## src/rtl/core/bdpc_pkg.sv

```systemverilog
`timescale 1ns / 1ps
`default_nettype none

package bdpc_pkg;

    localparam int DEBOUNCE_W = 10;
    localparam int COUNT_W    = 16;
    localparam int CLASS_W    = 2;
    localparam int CFG_IDX_W  = 2;
    localparam int CFG_DATA_W = 16;

    // Configuration register indexes.
    localparam logic [CFG_IDX_W-1:0] REG_DEBOUNCE_TIME     = 2'd0;
    localparam logic [CFG_IDX_W-1:0] REG_LONG_THRESHOLD    = 2'd1;
    localparam logic [CFG_IDX_W-1:0] REG_FACTORY_THRESHOLD = 2'd2;

    // Reset values of the configuration registers.
    localparam logic [DEBOUNCE_W-1:0] DEBOUNCE_RESET = 10'd50;
    localparam logic [COUNT_W-1:0]    LONG_RESET     = 16'd3000;
    localparam logic [COUNT_W-1:0]    FACTORY_RESET  = 16'd10000;

    // Press classes.
    localparam logic [CLASS_W-1:0] CLASS_SHORT   = 2'd0;
    localparam logic [CLASS_W-1:0] CLASS_LONG    = 2'd1;
    localparam logic [CLASS_W-1:0] CLASS_FACTORY = 2'd2;

    localparam logic [COUNT_W-1:0] COUNT_MAX = {COUNT_W{1'b1}};

    typedef struct packed {
        logic [DEBOUNCE_W-1:0] debounce_time;
        logic [COUNT_W-1:0]    long_threshold;
        logic [COUNT_W-1:0]    factory_threshold;
    } t_cfg;

    typedef struct packed {
        logic               event_valid;
        logic [CLASS_W-1:0] press_class;
        logic [COUNT_W-1:0] held_ticks;
        logic [CLASS_W-1:0] held_class;
        logic               is_confirmed;
    } t_result;

    // Factory is checked first, so it wins when both thresholds are met.
    function automatic logic [CLASS_W-1:0] classify(input logic [COUNT_W-1:0] ticks,
                                                    input t_cfg cfg);
        logic [CLASS_W-1:0] cls;
        if (ticks >= cfg.factory_threshold) begin
            cls = CLASS_FACTORY;
        end else if (ticks >= cfg.long_threshold) begin
            cls = CLASS_LONG;
        end else begin
            cls = CLASS_SHORT;
        end
        return cls;
    endfunction

endpackage

`default_nettype wire

```

## src/rtl/core/bdpc_if.sv

```systemverilog
`timescale 1ns / 1ps
`default_nettype none

interface bdpc_in_if;
    logic valid;
    logic ready;
    logic level_pressed;

    modport source (output valid, output level_pressed, input ready);
    modport sink   (input valid, input level_pressed, output ready);
endinterface

interface bdpc_out_if;
    import bdpc_pkg::*;
    logic               valid;
    logic               ready;
    logic               event_valid;
    logic [CLASS_W-1:0] press_class;
    logic [COUNT_W-1:0] held_ticks;
    logic [CLASS_W-1:0] held_class;
    logic               is_confirmed;

    modport source (output valid, output event_valid, output press_class,
                    output held_ticks, output held_class, output is_confirmed,
                    input ready);
    modport sink   (input valid, input event_valid, input press_class,
                    input held_ticks, input held_class, input is_confirmed,
                    output ready);
endinterface

interface bdpc_cfg_if;
    import bdpc_pkg::*;
    logic                  valid;
    logic                  ready;
    logic [CFG_IDX_W-1:0]  index;
    logic [CFG_DATA_W-1:0] data;

    modport source (output valid, output index, output data, input ready);
    modport sink   (input valid, input index, input data, output ready);
endinterface

`default_nettype wire

```

## src/rtl/core/button_debounce_press_classifier.sv

```systemverilog
// Button debounce and press classifier.
//
// Input channel i_in carries one item per millisecond tick: the sampled button
// level, with 1 meaning pressed. Output channel o_out returns exactly one item
// for every input item, in order: the release event with its class, the
// current confirmed hold duration and its class, and the confirmed flag.
// Configuration channel i_cfg writes the debounce time (index 0), the long
// threshold (index 1) and the factory threshold (index 2); it is always ready.
//
// An accepted item is held in an input register, and the state update and
// classification run combinationally from there into the output register. The
// block takes one item per cycle while o_out is not stalled; the sustained rate
// is set by the single state update that each item makes as it moves into the
// output register.
//
// Synchronous reset clears the press state to idle with a zero hold count and
// restores the register defaults of 50, 3000 and 10000. When the receiver
// stalls, the output register holds its item and the input register still
// takes one more item, after which i_in.ready drops until o_out drains.
`timescale 1ns / 1ps
`default_nettype none

module button_debounce_press_classifier
    import bdpc_pkg::*;
(
    input  wire logic   i_clk,
    input  wire logic   i_rst_n,
    bdpc_in_if.sink     i_in,
    bdpc_cfg_if.sink    i_cfg,
    bdpc_out_if.source  o_out
);

    t_cfg    cfg;
    t_result core_result;

    // Input stage.
    logic    r_in_valid;
    logic    r_in_level;
    // Output stage.
    logic    r_out_valid;
    t_result r_out;

    logic    step;
    logic    in_ready;

    // The input stage moves forward whenever the output register is free or
    // being drained this cycle.
    assign step     = r_in_valid && (!r_out_valid || o_out.ready);
    assign in_ready = !r_in_valid || step;

    assign i_in.ready  = in_ready;
    assign i_cfg.ready = 1'b1;

    bdpc_cfg_regs u_cfg_regs (
        .i_clk      (i_clk),
        .i_rst_n    (i_rst_n),
        .i_wr_en    (i_cfg.valid),
        .i_wr_index (i_cfg.index),
        .i_wr_data  (i_cfg.data),
        .o_cfg      (cfg)
    );

    // The press state advances only when an item passes into the output register.
    bdpc_core u_core (
        .i_clk    (i_clk),
        .i_rst_n  (i_rst_n),
        .i_step   (step),
        .i_level  (r_in_level),
        .i_cfg    (cfg),
        .o_result (core_result)
    );

    always_ff @(posedge i_clk) begin
        if (!i_rst_n) begin
            r_in_valid <= 1'b0;
        end else if (in_ready) begin
            r_in_valid <= i_in.valid;
        end
    end

    always_ff @(posedge i_clk) begin
        if (in_ready && i_in.valid) begin
            r_in_level <= i_in.level_pressed;
        end
    end

    always_ff @(posedge i_clk) begin
        if (!i_rst_n) begin
            r_out_valid <= 1'b0;
        end else if (step) begin
            r_out_valid <= 1'b1;
        end else if (o_out.ready) begin
            r_out_valid <= 1'b0;
        end
    end

    always_ff @(posedge i_clk) begin
        if (step) begin
            r_out <= core_result;
        end
    end

    assign o_out.valid        = r_out_valid;
    assign o_out.event_valid  = r_out.event_valid;
    assign o_out.press_class  = r_out.press_class;
    assign o_out.held_ticks   = r_out.held_ticks;
    assign o_out.held_class   = r_out.held_class;
    assign o_out.is_confirmed = r_out.is_confirmed;

endmodule

`default_nettype wire

```

## src/rtl/core/bdpc_cfg_regs.sv

```systemverilog
`timescale 1ns / 1ps
`default_nettype none

module bdpc_cfg_regs
    import bdpc_pkg::*;
(
    input  wire logic                  i_clk,
    input  wire logic                  i_rst_n,
    input  wire logic                  i_wr_en,
    input  wire logic [CFG_IDX_W-1:0]  i_wr_index,
    input  wire logic [CFG_DATA_W-1:0] i_wr_data,
    output t_cfg                       o_cfg
);

    t_cfg r_cfg;

    always_ff @(posedge i_clk) begin
        if (!i_rst_n) begin
            r_cfg.debounce_time     <= DEBOUNCE_RESET;
            r_cfg.long_threshold    <= LONG_RESET;
            r_cfg.factory_threshold <= FACTORY_RESET;
        end else if (i_wr_en) begin
            case (i_wr_index)
                REG_DEBOUNCE_TIME: begin
                    r_cfg.debounce_time <= i_wr_data[DEBOUNCE_W-1:0];
                end
                REG_LONG_THRESHOLD: begin
                    r_cfg.long_threshold <= i_wr_data[COUNT_W-1:0];
                end
                REG_FACTORY_THRESHOLD: begin
                    r_cfg.factory_threshold <= i_wr_data[COUNT_W-1:0];
                end
                default: begin
                end
            endcase
        end
    end

    assign o_cfg = r_cfg;

endmodule

`default_nettype wire

```

## src/rtl/core/bdpc_core.sv

```systemverilog
`timescale 1ns / 1ps
`default_nettype none

module bdpc_core
    import bdpc_pkg::*;
(
    input  wire logic i_clk,
    input  wire logic i_rst_n,
    input  wire logic i_step,
    input  wire logic i_level,
    input  wire t_cfg i_cfg,
    output t_result   o_result
);

    localparam logic [1:0] PH_IDLE      = 2'd0;
    localparam logic [1:0] PH_DEBOUNCE  = 2'd1;
    localparam logic [1:0] PH_CONFIRMED = 2'd2;

    logic [1:0]         r_phase;
    logic [1:0]         n_phase;
    logic [COUNT_W-1:0] r_count;
    logic [COUNT_W-1:0] n_count;
    logic               ev;
    logic [CLASS_W-1:0] ev_class;
    logic               conf;
    logic [COUNT_W-1:0] held;

    always_comb begin
        n_phase  = r_phase;
        n_count  = r_count;
        ev       = 1'b0;
        ev_class = CLASS_SHORT;
        case (r_phase)
            PH_CONFIRMED: begin
                if (i_level) begin
                    if (r_count != COUNT_MAX) begin
                        n_count = r_count + 1'b1;
                    end
                end else begin
                    ev       = 1'b1;
                    ev_class = classify(r_count, i_cfg);
                    n_phase  = PH_IDLE;
                    n_count  = '0;
                end
            end
            PH_DEBOUNCE: begin
                if (i_level) begin
                    // The count stays below the debounce time here, so it cannot wrap.
                    n_count = r_count + 1'b1;
                    if (n_count >= COUNT_W'(i_cfg.debounce_time)) begin
                        n_phase = PH_CONFIRMED;
                    end
                end else begin
                    n_phase = PH_IDLE;
                    n_count = '0;
                end
            end
            default: begin
                n_count = '0;
                n_phase = i_level ? PH_DEBOUNCE : PH_IDLE;
            end
        endcase
    end

    assign conf = (n_phase == PH_CONFIRMED);
    assign held = conf ? n_count : '0;

    always_comb begin
        o_result.event_valid  = ev;
        o_result.press_class  = ev_class;
        o_result.held_ticks   = held;
        o_result.held_class   = conf ? classify(held, i_cfg) : CLASS_SHORT;
        o_result.is_confirmed = conf;
    end

    always_ff @(posedge i_clk) begin
        if (!i_rst_n) begin
            r_phase <= PH_IDLE;
            r_count <= '0;
        end else if (i_step) begin
            r_phase <= n_phase;
            r_count <= n_count;
        end
    end

endmodule

`default_nettype wire
```

## src/flat_wrapper.sv

```systemverilog
// flat-port wrapper written by rule: the top's interface ports become plain ports
module button_debounce_press_classifier_flat import bdpc_pkg::*;
  (i_clk, i_rst_n, i_in_valid, i_in_level_pressed, i_in_ready, i_cfg_valid, i_cfg_index, i_cfg_data, i_cfg_ready, o_out_valid, o_out_event_valid, o_out_press_class, o_out_held_ticks, o_out_held_class, o_out_is_confirmed, o_out_ready);
  bdpc_in_if i_in_i ();
  bdpc_cfg_if i_cfg_i ();
  bdpc_out_if o_out_i ();
  input  wire logic i_clk;
  input  wire logic i_rst_n;
  input wire logic [$bits(i_in_i.valid)-1:0] i_in_valid;
  input wire logic [$bits(i_in_i.level_pressed)-1:0] i_in_level_pressed;
  output wire logic [$bits(i_in_i.ready)-1:0] i_in_ready;
  input wire logic [$bits(i_cfg_i.valid)-1:0] i_cfg_valid;
  input wire logic [$bits(i_cfg_i.index)-1:0] i_cfg_index;
  input wire logic [$bits(i_cfg_i.data)-1:0] i_cfg_data;
  output wire logic [$bits(i_cfg_i.ready)-1:0] i_cfg_ready;
  output wire logic [$bits(o_out_i.valid)-1:0] o_out_valid;
  output wire logic [$bits(o_out_i.event_valid)-1:0] o_out_event_valid;
  output wire logic [$bits(o_out_i.press_class)-1:0] o_out_press_class;
  output wire logic [$bits(o_out_i.held_ticks)-1:0] o_out_held_ticks;
  output wire logic [$bits(o_out_i.held_class)-1:0] o_out_held_class;
  output wire logic [$bits(o_out_i.is_confirmed)-1:0] o_out_is_confirmed;
  input wire logic [$bits(o_out_i.ready)-1:0] o_out_ready;
  assign i_in_i.valid = i_in_valid;
  assign i_in_i.level_pressed = i_in_level_pressed;
  assign i_in_ready = i_in_i.ready;
  assign i_cfg_i.valid = i_cfg_valid;
  assign i_cfg_i.index = i_cfg_index;
  assign i_cfg_i.data = i_cfg_data;
  assign i_cfg_ready = i_cfg_i.ready;
  assign o_out_valid = o_out_i.valid;
  assign o_out_event_valid = o_out_i.event_valid;
  assign o_out_press_class = o_out_i.press_class;
  assign o_out_held_ticks = o_out_i.held_ticks;
  assign o_out_held_class = o_out_i.held_class;
  assign o_out_is_confirmed = o_out_i.is_confirmed;
  assign o_out_i.ready = o_out_ready;
  button_debounce_press_classifier u_core (.i_clk(i_clk), .i_rst_n(i_rst_n), .i_in(i_in_i), .i_cfg(i_cfg_i), .o_out(o_out_i));
endmodule
```

## config.mk

```make
export PLATFORM = sky130hd
export DESIGN_NAME = button_debounce_press_classifier_flat
export DESIGN_NICKNAME = d
export VERILOG_FILES = /design/src/rtl/core/bdpc_pkg.sv /design/src/rtl/core/bdpc_if.sv /design/src/rtl/core/button_debounce_press_classifier.sv /design/src/rtl/core/bdpc_cfg_regs.sv /design/src/rtl/core/bdpc_core.sv /design/src/flat_wrapper.sv
export SDC_FILE = /design/constraint.sdc
export NUM_CORES = 1
export LEC_CHECK = 0
export BUFFER_PORTS_ARGS = -buffer_cell sky130_fd_sc_hd__buf_2
export CAP_MARGIN = 20
export CORE_MARGIN = 2
export CORE_UTILIZATION = 55
export DETAILED_ROUTE_END_ITERATION = 7
export PLACE_DENSITY = 0.78
export SETUP_SLACK_MARGIN = 0.02
export SKIP_LAST_GASP = 1
export SLEW_MARGIN = 20
export SYNTH_ARGS = -nofsm -noshare
export SYNTH_HDL_FRONTEND = slang
export SYNTH_SLANG_ARGS = --single-unit
```

## constraint.sdc

```tcl
create_clock -name i_clk -period 4.4 [get_ports i_clk]
set_input_delay 0.22 -clock i_clk [delete_from_list [all_inputs] [get_ports i_clk]]
set_output_delay 0.22 -clock i_clk [all_outputs]
set_load 0.03 [all_outputs]
```

**After elaboration in Yosys (flattened, before gate mapping)**

Cells that the tools add are included.

- Word-level logic and storage cells: 60
- Bits of input ports: 24
- Output and inout bits: 25
- Register bits: 85

- Eq/ne operators: 6
- Reductions and logical operators: 14
- Order comparisons: 5
- Bitwise operators: 2
- Mux-type cells: 17
- $add $sub $neg: 1

Operator list:

| cell | count |
|---|---|
| $ge A16 B16 Y1 | 4 |
| $mux W16 | 4 |
| $pmux W16 S2 | 1 |
| $add A16 B1 Y16 const B | 1 |
| $ge A16 B10 Y1 | 1 |
| $ne A16 B16 Y1 const B | 1 |
| $mux W2 | 5 |
| $eq A2 B2 Y1 const B | 3 |
| $mux W1 | 6 |
| $reduce_and A2 Y1 | 3 |
| $eq A2 B1 Y1 const B | 2 |
| $pmux W2 S2 | 1 |
| $reduce_or A2 Y1 | 2 |
| $reduce_or A3 Y1 | 1 |
| $logic_and A1 B1 Y1 | 2 |
| $logic_not A1 Y1 | 2 |
| $logic_not A2 Y1 | 1 |
| $logic_or A1 B1 Y1 | 2 |
| $not A1 Y1 | 2 |
| $reduce_bool A2 Y1 | 1 |

**Logic depth before layout (Yosys ltp)**

- Depth in word-level cells: 10
- Gate-level depth with buffers: 21
- Gate-level depth less buffers: 20

**Modules after synthesis**

From an unflattened synthesis, not the netlist that was laid out.

- Cell total of the unflattened synthesis: 618
- Area total of the unflattened synthesis: 5672.9 um^2

Modules (own cells, without submodules):

| module | times used | seq. area each (um^2) | area each (um^2) | cells each |
|---|---|---|---|---|
| bdpc_core | 1 | 360.3 | 3169.3 | 413 |
| bdpc_cfg_regs | 1 | 840.8 | 1697.9 | 171 |
| button_debounce_press_classifier | 1 | 730.7 | 805.8 | 34 |

**Least setup slack after synthesis**

Ideal clock, no wire load.

- Path type: register to register
- From: register u_core.u_core.r_count[0]
- To: register u_core.r_out (netlist bit u_core.o_out.held_class[0]) (data pin)
- Buffers on the path: 2
- Data required time: 4.130 ns
- Arrival: 4.031 ns
- Path slack: 0.100 ns
- Cell stages (with the launch flop): 19
- Library setup time: 0.270 ns
- Clock period less this slack: 4.300 ns
- Cell sequence: dfxtp_1 -> ha_1 -> clkbuf_1 -> inv_1 -> nor2_1 -> and3_1 -> xor2_1 -> ha_1 -> a2111oi_0 -> o211a_1 -> o21ai_0 -> o31ai_4 -> buf_6 -> nor2_2 -> ha_1 -> a2111oi_0 -> a31oi_1 -> o31ai_1 -> nor2_1

RTL lines:

| element | line | RTL |
|---|---|---|
| start: declaration | bdpc_core.sv:21 | `logic [COUNT_W-1:0] r_count;` |
| start signal: assignment | bdpc_core.sv:82 | `r_count <= n_count;` |
| end signal: assignment | button_debounce_press_classifier.sv:99 | `r_out <= core_result;` |
| end: declaration | button_debounce_press_classifier.sv:41 | `t_result r_out;` |

==> summary by stage <==
Worst setup path
The kind of capture point of the worst setup path is a flop. The critical path contains buffers and inverters numbering 3 combined. The required time reported for the critical path endpoint is 4640 ps.

STA classifies the critical path startpoint as a flop. The maximum fanout count along the critical path is 11. The signal on the critical path passes through ha_1 -> inv_1 -> nor2_1 -> and3_1 -> xor2_1 -> ha_1 -> a2111oi_1 -> o211a_1 -> o21ai_1 -> o31ai_4 -> buf_4 -> buf_4 -> nor2_2 -> ha_1 -> a211oi_1 -> and3_1 -> o21ai_0 -> a21oi_1 -> o31ai_1 -> nor2_1.

For this run, the slowest stage of the critical path takes 370 ps. The cell type with the highest occurrence count on the critical path is sky130_fd_sc_hd__ha_1. For the worst setup path, the data arrival time is 4390 ps. The class of the most critical setup path is reg -> reg. The cell family with the largest share of critical-path delay is compound AO/OA/AOI/OAI gates. The slowest library cell on the worst path is sky130_fd_sc_hd__a2111oi_1.

Drt
After detailed routing, the average wire length per cell comes to 17.1 um. The detailed router finished its first iteration with 333 violations. The via density per instance is 5.87. For this run, the detailed router's first-pass iteration total came to 5. The count of vias placed by the detailed router is 4891.

The detailed-route DRC error count is 0. The number of routed nets with antenna violations is 0. The total routed wirelength is 14200 um.

Place
The congestion estimate from routability-driven global placement came to 0.954. The total instance count after detailed placement is 815. Buffers placed on the I/O ports in this run total 47. The pre-CTS setup slack is 89.6 ps. The final HPWL from detailed placement is 11000 um. The total cell area at the placement stage is 5970 um2.

Synth
In this run, synthesis produced a sequential element count of 85. sky130_fd_sc_hd__dfxtp_1 takes more of the synthesized area than any other cell. In the synthesized netlist the async set-or-reset flop fraction comes to 0. The primary flip-flop cell chosen by synthesis mapping is sky130_fd_sc_hd__dfxtp_1. The synthesized-area fraction occupied by adder cells is 0.173. Averaged over all synthesized cells, the footprint is 8.66 um2.

The number of warnings reported in the yosys synthesis log is 0. The number of nets in the synthesized netlist is 743. The synthesized-area fraction occupied by xor and xnor cells is 0.0221. After synthesis, the largest family of logic cells by area is simple AND/OR/NAND/NOR gates. Of the post-synthesis cell area, the dominant cell type holds 0.223. Synthesis handed over a netlist of 642 instances. The area share of and/or/nand/nor cells after synthesis is 0.202. The area of the mapped netlist is 5560 um2. The fraction of the mapped netlist area in compound gates is 0.192. The sequential area share after synthesis is 0.348. The mux contribution to synthesized area is 0. The distinct cell type count of the synthesized netlist is 60.

By area the synthesized netlist is led by sky130_fd_sc_hd__dfxtp_1 22%, sky130_fd_sc_hd__ha_1 17%, sky130_fd_sc_hd__edfxtp_1 12%. Counting flops with a built-in enable in the synthesized netlist gives 23.

Layout
The top cell types in the final layout, fill and taps aside, are 98 x sky130_fd_sc_hd__nand2_1, 77 x sky130_fd_sc_hd__ha_1, 62 x sky130_fd_sc_hd__dfxtp_1. From synthesis to final layout, the design area changed by 11.3%. The utilization of the core after routing is 0.633.

The post-layout net count is 796. Once layout is complete, the cells apart from fillers number 833. In the final layout, the share of cells above drive strength 1 is 0.163. The number of diodes is 0. Summing all non-filler instances in the final layout gives an area of 6190 um2. The most frequent standard cell in the layout excluding fill and tap cells is sky130_fd_sc_hd__nand2_1.

Clock tree
After clock tree synthesis, the clock-pin slew on the worst setup and hold paths is 100 ps. CTS built an H-tree with a depth of 3. The buffer type at the clock tree root is sky130_fd_sc_hd__clkbuf_8. Clock latency on the worst-skew pair, taken at its later pin, is 380 ps. The number of sinks driven by the clock tree is 85. TritonCTS built the clock tree. The longest clock path from root to sink contains 2 buffers. The number of buffers created by CTS is 9. Hold repair after CTS inserted 0 buffers.

Global route
For this run, the total global-route usage over all layers was measured as 0.271. The first global-routing pass estimated 23500 um of wire. Summed over all layers, the global routing overflow is 0. Entering global routing, the biggest net connects 66 pins. The initial antenna violation count is 0. The number of global-route vias before repair was 4661.

Job
The number of violations of the max-capacitance limit is 0.

Timing
Measured against its own limit, the worst slew margin works out to 0.313. The count of final hold-check violations is 0. The share of the cycle needed by the critical path after routing is 0.943. The clock period minus final worst setup slack is 4150 ps. The max-slew violation count was 0.

The worst-margin pin slew is 1030 ps. Adding up every negative setup slack in the final design gives 0 ps. The worst setup margin is 250 ps. Setup violations remaining at the end of the flow were counted as 0. Setup repair after global routing left no endpoint under its margin. The highest achievable clock rate is 241 MHz. Clock skew on the completed layout was measured at 17.7 ps. The worst hold-check slack is 34.1 ps.

Power and ir drop
The leakage power is 2.63 nW. VDD sags by at most 355 uV. The power density over the cells is 250 nW/um2. The total design power is 1.55 mW.

Floorplan
The area enclosed by the die boundary is 10900 um2. In this run the core area contains 36 standard-cell rows. The initial core utilization is 0.569. The core region is 9770 um2.

The chip width is 105 um. Pin placement for this block handled 49 I/O pins. From bottom edge to top edge, the die measures 105 um.

Min path
The worst hold path belongs to the class in -> reg.

Outcome
The run finished with clean final reports.
==> repair_timing <==
item	in CTS	in global routing
gates resized for setup	0	2
endpoints found under the setup margin	0	2
endpoints found under the hold margin	0	0
buffers inserted	0	2
==> registers in the layout, summed over array words and instances, names as in the netlist <==
name / cells
u_core.o_out.is_confirmed: 1
u_core.o_out.press_class: 2
u_core.o_out.held_ticks: 16
u_core.r_in_valid: 1
u_core.o_out.event_valid: 1
u_core.u_core.r_phase: 2
u_core.o_out.held_class: 2
u_core.o_out.valid: 1
u_core.u_cfg_regs.o_cfg: 42
u_core.r_in_level: 1
u_core.u_core.r_count: 16
==> layout make-up <==
type	count	area [um2]
clock inverter	5	42.5
clock buffer	11	153
multi-input combinational	479	3290
tap	133	166
fill	851	3590
inverter	47	176
timing repair buffer	73	430
sequential	85	1930
==> synth_stat cells (all sizes together), types with 9 or more instances <==
library cell and number:
o211ai 16, o21ai 28, nand2 98, a21o 9
a21oi 38, a21boi 29, nand4 15, ha 77
clkbuf 23, nor2 45, edfxtp 23, dfxtp 62
inv 47, nand3 26
==> power by group <==
part / switching [mW] / total (mW) / leakage, nW / internal [mW]
logic: 0.105 / 0.157 / 1.82 / 0.0518
clock network: 0.307 / 0.553 / 0.0957 / 0.246
registers: 0.0118 / 0.839 / 0.713 / 0.827
==> routing by layer <==
layer | up-vias | share of wire | global-route usage
met5 | - | 0 | 0
met4 | 0 | 0.020 | 0.0907
met3 | 29 | 0.069 | 0.0555
met2 | 170 | 0.45 | 0.419
met1 | 2297 | 0.46 | 0.378
li1 | 2395 | - | -
==> logic make-up (layout without fill, tap and decap cells) <==
kind of cell               after synthesis  after routing
buffers and inverters                   78            136
xor gates and xnor gates                14             14
other                                    1              1
adders and majority gates               77             77
and+or+nand+nor                        227            227
AOI/OAI and AO/OA                      160            160
DFF                                     85             85
==> final timing paths <==
path / startpoint / endpoint / slack, ps / depth (start not counted)
worst max-delay path: u_core.u_core.r_count[1] / u_core.o_out.held_class[0] / 250 / 20
worst max register to register: u_core.u_core.r_count[1] / u_core.o_out.held_class[0] / 250 / 20
worst min register to register: u_core.u_cfg_regs.o_cfg[6] / u_core.u_cfg_regs.o_cfg[6] / 470 / 2
worst min-delay path: i_in_level_pressed / u_core.r_in_level / 30 / 1
==> worst register-to-register path: stages (launching register included) <==
cell                        delay (ps)
sky130_fd_sc_hd__dfxtp_1           360
sky130_fd_sc_hd__ha_1              210
sky130_fd_sc_hd__inv_1             100
sky130_fd_sc_hd__nor2_1            180
sky130_fd_sc_hd__and3_1            260
sky130_fd_sc_hd__xor2_1             90
sky130_fd_sc_hd__ha_1              210
sky130_fd_sc_hd__a2111oi_1         370
sky130_fd_sc_hd__o211a_1           230
sky130_fd_sc_hd__o21ai_1           100
sky130_fd_sc_hd__o31ai_4           270
sky130_fd_sc_hd__buf_4             170
sky130_fd_sc_hd__buf_4             200
sky130_fd_sc_hd__nor2_2             90
sky130_fd_sc_hd__ha_1              220
sky130_fd_sc_hd__a211oi_1          220
sky130_fd_sc_hd__and3_1            180
sky130_fd_sc_hd__o21ai_0           130
sky130_fd_sc_hd__a21oi_1           210
sky130_fd_sc_hd__o31ai_1           100
sky130_fd_sc_hd__nor2_1             90
No activity file was read; power rests on OpenSTA's default activity.
